**config.mk**
```make
export PLATFORM = sky130hd
export DESIGN_NAME = dhts_mod_unit
export DESIGN_NICKNAME = d
export VERILOG_FILES = /design/src/sv/dhts_pkg.sv /design/src/sv/dhts_mod_unit.sv
export SDC_FILE = /design/constraint.sdc
export NUM_CORES = 1
export LEC_CHECK = 0
export BUFFER_PORTS_ARGS = -buffer_cell sky130_fd_sc_hd__buf_2
export CORE_AREA = 2 2 121 123
export DETAILED_ROUTE_END_ITERATION = 8
export DIE_AREA = 0 0 123 125
export PLACE_DENSITY = 0.53
export SLEW_MARGIN = 15
export SYNTH_ARGS = -nofsm -noshare
export SYNTH_HDL_FRONTEND = slang
export SYNTH_SLANG_ARGS = --single-unit
```
**constraint.sdc**
```tcl
create_clock -name clk -period 2.6 [get_ports clk]
set_input_delay 0 -clock clk [delete_from_list [all_inputs] [get_ports clk]]
set_output_delay 0 -clock clk [all_outputs]
set_load 0.02 [all_outputs]
```
**src/sv/dhts_pkg.sv**
```systemverilog
// Shared types and constants for the direct hash table store.
// Depends on nothing; imported by every other file of the block.
package dhts_pkg;

  localparam int HASH_W = 64;
  localparam int CFG_W = 9;
  localparam int CHAR_W = 8;
  localparam int OPCODE_W = 2;
  localparam int SLOT_INDEX_W = 8;
  localparam int TABLE_DEPTH_DEF = 256;
  localparam int DATA_WIDTH_DEF = 32;

  localparam logic [CFG_W-1:0] TABLE_SIZE_RESET = 9'd256;
  localparam logic [CHAR_W:0] CHAR_OFFSET = 9'd96;
  localparam logic [4:0] WEIGHT_BASE = 5'd26;

  localparam logic [OPCODE_W-1:0] OP_INSERT = 2'd0;
  localparam logic [OPCODE_W-1:0] OP_DELETE = 2'd1;
  localparam logic [OPCODE_W-1:0] OP_GET = 2'd2;

  typedef enum logic [2:0] {
    S_CLEAR,
    S_IDLE,
    S_MUL,
    S_ACC,
    S_DIV_GO,
    S_DIV,
    S_MEM,
    S_OUT
  } state_t;

endpackage

```
**src/sv/dhts_mod_unit.sv**
```systemverilog
// Bit-serial remainder unit: reduces the 64-bit hash modulo the slot count,
// one dividend bit per cycle. Depends on dhts_pkg.
module dhts_mod_unit import dhts_pkg::*; #(
  parameter int SLOT_W = 8
) (
  input  logic              clk,
  input  logic              rst,
  input  logic              start,
  input  logic [HASH_W-1:0] dividend,
  input  logic [SLOT_W:0]   divisor,
  output logic              done,
  output logic [SLOT_W-1:0] remainder
);

  localparam int CNT_W = $clog2(HASH_W);

  logic              busy;
  logic [CNT_W-1:0]  cnt;
  logic [HASH_W-1:0] dvd;
  logic [SLOT_W-1:0] rem;
  logic [SLOT_W:0]   dvs;
  logic [SLOT_W:0]   trial;
  logic [SLOT_W:0]   diff;
  logic [SLOT_W-1:0] rem_next;

  assign trial = {rem, dvd[HASH_W-1]};
  assign diff = trial - dvs;
  assign rem_next = (trial >= dvs) ? diff[SLOT_W-1:0] : trial[SLOT_W-1:0];
  assign remainder = rem;

  always_ff @(posedge clk) begin
    if (rst) begin
      busy <= 1'b0;
      done <= 1'b0;
      cnt <= '0;
    end else begin
      done <= 1'b0;
      if (start) begin
        busy <= 1'b1;
        cnt <= '0;
      end else if (busy) begin
        cnt <= cnt + 1'b1;
        if (cnt == CNT_W'(HASH_W - 1)) begin
          busy <= 1'b0;
          done <= 1'b1;
        end
      end
    end
  end

  always_ff @(posedge clk) begin
    if (start) begin
      dvd <= dividend;
      dvs <= divisor;
      rem <= '0;
    end else if (busy) begin
      dvd <= {dvd[HASH_W-2:0], 1'b0};
      rem <= rem_next;
    end
  end

endmodule

```
---- Yosys cells after proc, flatten, opt, wreduce, memory -nomap -nowiden ----
Cells that the tools add are included.
W data, S select, Z words.
cells by class
  bitwise operators ....................... 1
  order comparisons ....................... 1
  add/sub/neg operators ................... 2
  equality and inequality tests ........... 1
  multiplexer cells ....................... 7
  reduce and logical (&&, ||, !) cells .... 3
operator list
  operator               number
  $mux W64               2
  $ge A9 B9 Y1           1
  $mux W8                1
  $sub A8 B8 Y8          1
  $add A6 B1 Y6 const B  1
  $eq A6 B6 Y1 const B   1
  $mux W1                4
  $reduce_or A3 Y1       1
  $reduce_bool A2 Y1     1
  $reduce_or A2 Y1       1
  $not A1 Y1             1
storage, ports and cells
  word-level logic and storage cells ...... 21
  output and inout bits ................... 9
  flip-flop bits (word level) ............. 89

---- Depth between registers and ports, before layout ----
  depth after elaboration ................. 4
  gate-level depth with buffers ........... 9

---- Worst setup path before layout ----
OpenSTA, ideal clock, no wires.
  path kind ............................... reg2reg
  start ................................... register busy
  end ..................................... register dvd[0] (enable)
  arrival ................................. 1.835 ns
  path slack .............................. 0.347 ns
  library setup time ...................... 0.418 ns
  data required time ...................... 2.182 ns
  stages on the path, launching flop included .. 4
  clock period less this slack ............ 2.253 ns
  path buffers ............................ 1
  cell sequence ........................... dfxtp_1 -> buf_4 -> nor2_1 -> inv_1
on the way
  cells in the longest elaborated chain, start to end .. 1
RTL lines
  element                              line                 RTL
  from (decl)                          dhts_mod_unit.sv:17  logic busy;
  from (signal assigned)               dhts_mod_unit.sv:33  busy <= 1'b0;
  from (signal assigned)               dhts_mod_unit.sv:39  busy <= 1'b1;
  from (signal assigned)               dhts_mod_unit.sv:44  busy <= 1'b0;
  $reduce_bool A2 Y1 (no source line)  n/a
  to (signal assigned)                 dhts_mod_unit.sv:53  dvd <= dividend;
  to (signal assigned)                 dhts_mod_unit.sv:57  dvd <= {dvd[HASH_W-2:0], 1'b0};
  to (decl)                            dhts_mod_unit.sv:19  logic [HASH_W-1:0] dvd;
Every way passes these cells.
A chain may end at the register's enable or synchronous reset.

---- Worst setup path after layout ----
  start ................................... register rem[5] (netlist: remainder[5])
  end ..................................... register rem[3] (netlist: remainder[3])
on the way
  cells in the longest elaborated chain, start to end .. 2
RTL lines
  element                 line                 RTL
  from (decl)             dhts_mod_unit.sv:20  logic [SLOT_W-1:0] rem;
  from (signal assigned)  dhts_mod_unit.sv:58  rem <= rem_next;
  $ge A9 B9 Y1            dhts_mod_unit.sv:28  assign rem_next = (trial >= dvs) ? diff[SLOT_W-1:0] : trial[SLOT_W-1:0];
  $mux W8                 dhts_mod_unit.sv:28
Every way passes these cells.

==> flow_summary.yaml <==
timing:
  timing.final.max_slew_violations: 0
  achievable-frequency_ghz: 0.483
  worst_hold_slack_across_all_endpoints_ps: 114
  layout_worst_path_cycle_share_pct: 79.6
  timing_worst_slew_pin_value_ps: 428
  hold_violations: 0
  worst_clock_skew_ps: 9.07
  finalCriticalPeriod_ps: 2070
  rsz0062_at_grt: "false"
  setup_viol_count_final: 0
  layout_setup_ws_ps: 531
  slew_headroom_pct: 71.4
  totalNegativeSetupSlack_ps: 0
routing:
  wl_met1_um: 3920
  route.vias.total: 2907
  drtIter0Drc: 126
  via_count_normalized_by_instance_count: 4.51
  met3RoutedLength_um: 467
  wl_met2_um: 4320
  highest_layer: "met4"
  drt-total-wl_um: 8880
  routed_wire_length_per_instance_um: 13.8
  drc: 0
  ant_nets: 0
  detail_route.first_pass.iterations: 4
setup_path:
  worst_ep_arrival_time_ps: 2330
  crit_path_cell_trace: "ha_1 -> a21oi_2 -> a21oi_1 -> a211oi_2 -> buf_4 -> nand3_1 -> a311oi_1"
  crit_path_max_delay_family: "compound AO/OA/AOI/OAI gates"
  startpoint_type: "flop"
  critical_path_endpoint_category: "flop"
  setup.worst_path.class: "flop to flop"
  cp_slowest_stage_delay_ps: 370
  required_ps: 2860
  peak_fanout_along_the_critical_path: 7
  critical-path-slowest-cell: "sky130_fd_sc_hd__ha_1"
  critPathBufInv: 1
min_path:
  holdCritPathClass: "input port to flop"
layout:
  ant_diodes: 0
  syn_to_final_growth_pct: 40.1
  final_nets: 543
  multiInputGateArea_mm2: 0.00152
  drive_above_1_share_pct: 38.4
  final_instance_count_without_filler_cells: 645
  area.sequential_mm2: 0.00251
  fillerInstances: 1341
  fin_area_mm2: 0.00583
  final_core_util_pct: 41.0
clocking:
  ctsResizeCount: 0
  cts_buffer_depth: 2
  clkTransAtPathRegs_ps: 70
  worstSkewPairLatency_ps: 350
  tritoncts_buffers: 9
  cts_setup_buffers: 0
  cts_max_level: 3
  root_buffer_selected_by_cts: "sky130_fd_sc_hd__clkbuf_16"
  clock_sinks: 89
  clock_tree_from_tritoncts: "built"
floorplanning:
  core-area_mm2: 0.0142
  floorplan.die.width_um: 123
  die_area_mm2: 0.0154
  start_util_pct: 29.3
  row_count: 44
  die_height_um: 125
  design.portCount: 85
power_and_ir_drop:
  cellLeakagePower_nw: 2.30
  vdd_ir_drop_max_uv: 426
  report.power.total_mw: 3.66
  power.density_mw_per_mm2: 628
synth:
  ys_async_sr_fraction_pct: 0
  synth_area_per_cell_um2: 14.0
  synth_enable_flop_cells: 73
  post_synth_instance_area_mm2: 0.00416
  yosysWarnings: 0
  synthDistinctLibCells: 45
  mapped_cells: 297
  ys.flop_type: "sky130_fd_sc_hd__edfxtp_1"
  synth.ff_latch_count: 89
  synth_sequential_area_ratio_pct: 60.4
  postSynthNetCount: 384
grt:
  grt_antenna_before_repair: 0
  pin_count_of_the_biggest_net_entering_global_routing: 65
  vias_in_the_first_global_route: 3048
  globalRouteOverflowTotal: 0
  track_usage_pct: 12.6
  wire_length_of_the_first_global_routing_pass_um: 14900
placed_design:
  placement.cell_area_mm2: 0.00478
  gp_routability_congestion: 0.811
  placed_instances: 555
  place.detailed.hpwl_um: 5480
  detailedPlace.worstSlack_ps: 550
  io_buf_count: 84
run:
  cap_violations: 0
status:
  status: "complete, no violations"
logic make-up after synthesis:
kind of cell / Yosys count / share of synthesized area, %
compound gates: 36 / 7.25
xor+xnor: 5 / 1.05
fa+ha+maj: 11 / 3.49
buf+inv: 27 / 3.16
flops: 89 / 60.4
mux: 66 / 17.8
simple gates: 63 / 6.86
layer usage:
layer | track usage [%] | vias to the layer above
li1 | - | 1436
met1 | 15.4 | 1380
met2 | 20.8 | 78
met3 | 3.06 | 13
met4 | 5.75 | 0
met5 | 0 | -
cell usage after synthesis (all sizes together) (2+ instances only):
| cell type | count | area share, % |
|---|---|---|
| a211o | 3 | 0.63 |
| a21oi | 8 | 1.3 |
| a311oi | 7 | 1.6 |
| buf | 7 | 1.4 |
| clkbuf | 7 | 0.63 |
| dfxtp | 16 | 7.7 |
| edfxtp | 73 | 53 |
| ha | 10 | 3.0 |
| inv | 13 | 1.2 |
| mux2 | 63 | 17 |
| mux2i | 3 | 0.72 |
| nand2 | 13 | 1.2 |
| nand2b | 5 | 0.75 |
| nand3 | 9 | 1.1 |
| nand4 | 2 | 0.30 |
| nor2 | 25 | 2.3 |
| nor3 | 4 | 0.48 |
| o211ai | 2 | 0.69 |
| o21ai | 6 | 0.81 |
| xnor2 | 2 | 0.42 |
| xor2 | 3 | 0.63 |
sequential cells by signal, indices dropped and copies added (netlist names):
name / count
dvd: 64
dvs: 9
remainder: 8
cnt: 6
busy: 1
done: 1
cell usage in the layout, fill, tap and decap left out, types with 6 or more instances in the layout:
master and count:
sky130_fd_sc_hd__dfxtp_1 16, sky130_fd_sc_hd__clkbuf_16 9, sky130_fd_sc_hd__mux2_2 63, sky130_fd_sc_hd__nand2_1 13, sky130_fd_sc_hd__nand3_1 9, sky130_fd_sc_hd__ha_1 10
sky130_fd_sc_hd__a311oi_1 6, sky130_fd_sc_hd__inv_1 12, sky130_fd_sc_hd__edfxtp_1 73, sky130_fd_sc_hd__a21oi_1 6, sky130_fd_sc_hd__dlygate4sd3_1 74, sky130_fd_sc_hd__nor2_1 24
sky130_fd_sc_hd__buf_2 83
path summary, 6_finish.rpt:
kind	end	cells past startpoint	start	slack [ps]
setup / recovery	remainder[3]	7	remainder[5]	530
setup reg to reg	remainder[3]	7	remainder[5]	530
hold reg to reg	remainder[7]	2	remainder[7]	510
hold / removal	dvs[8]	1	start	110
repair_timing:
action                     in CTS  in global routing
hold buffers                   74                  0
hold endpoints to repair       74                  0
setup endpoints to repair       0                  0
final cells by class:
type	count	area share (%)
Clock buffer	9	3.86
Clock inverter	7	1.33
Inverter	13	0.837
Multi-Input combinational cell	181	26.0
Sequential cell	89	43.1
Tap cell	184	3.95
Timing Repair Buffer	162	20.9
where the power goes:
group,internal (mW),leakage (nW),switching [mW],total (mW)
registers,1.70,0.863,0.0477,1.75
logic,0.307,1.30,0.259,0.566
clock network,0.754,0.146,0.589,1.34
total,2.76,2.30,0.896,3.66
Note: power is estimated with default switching activity, not from simulation.
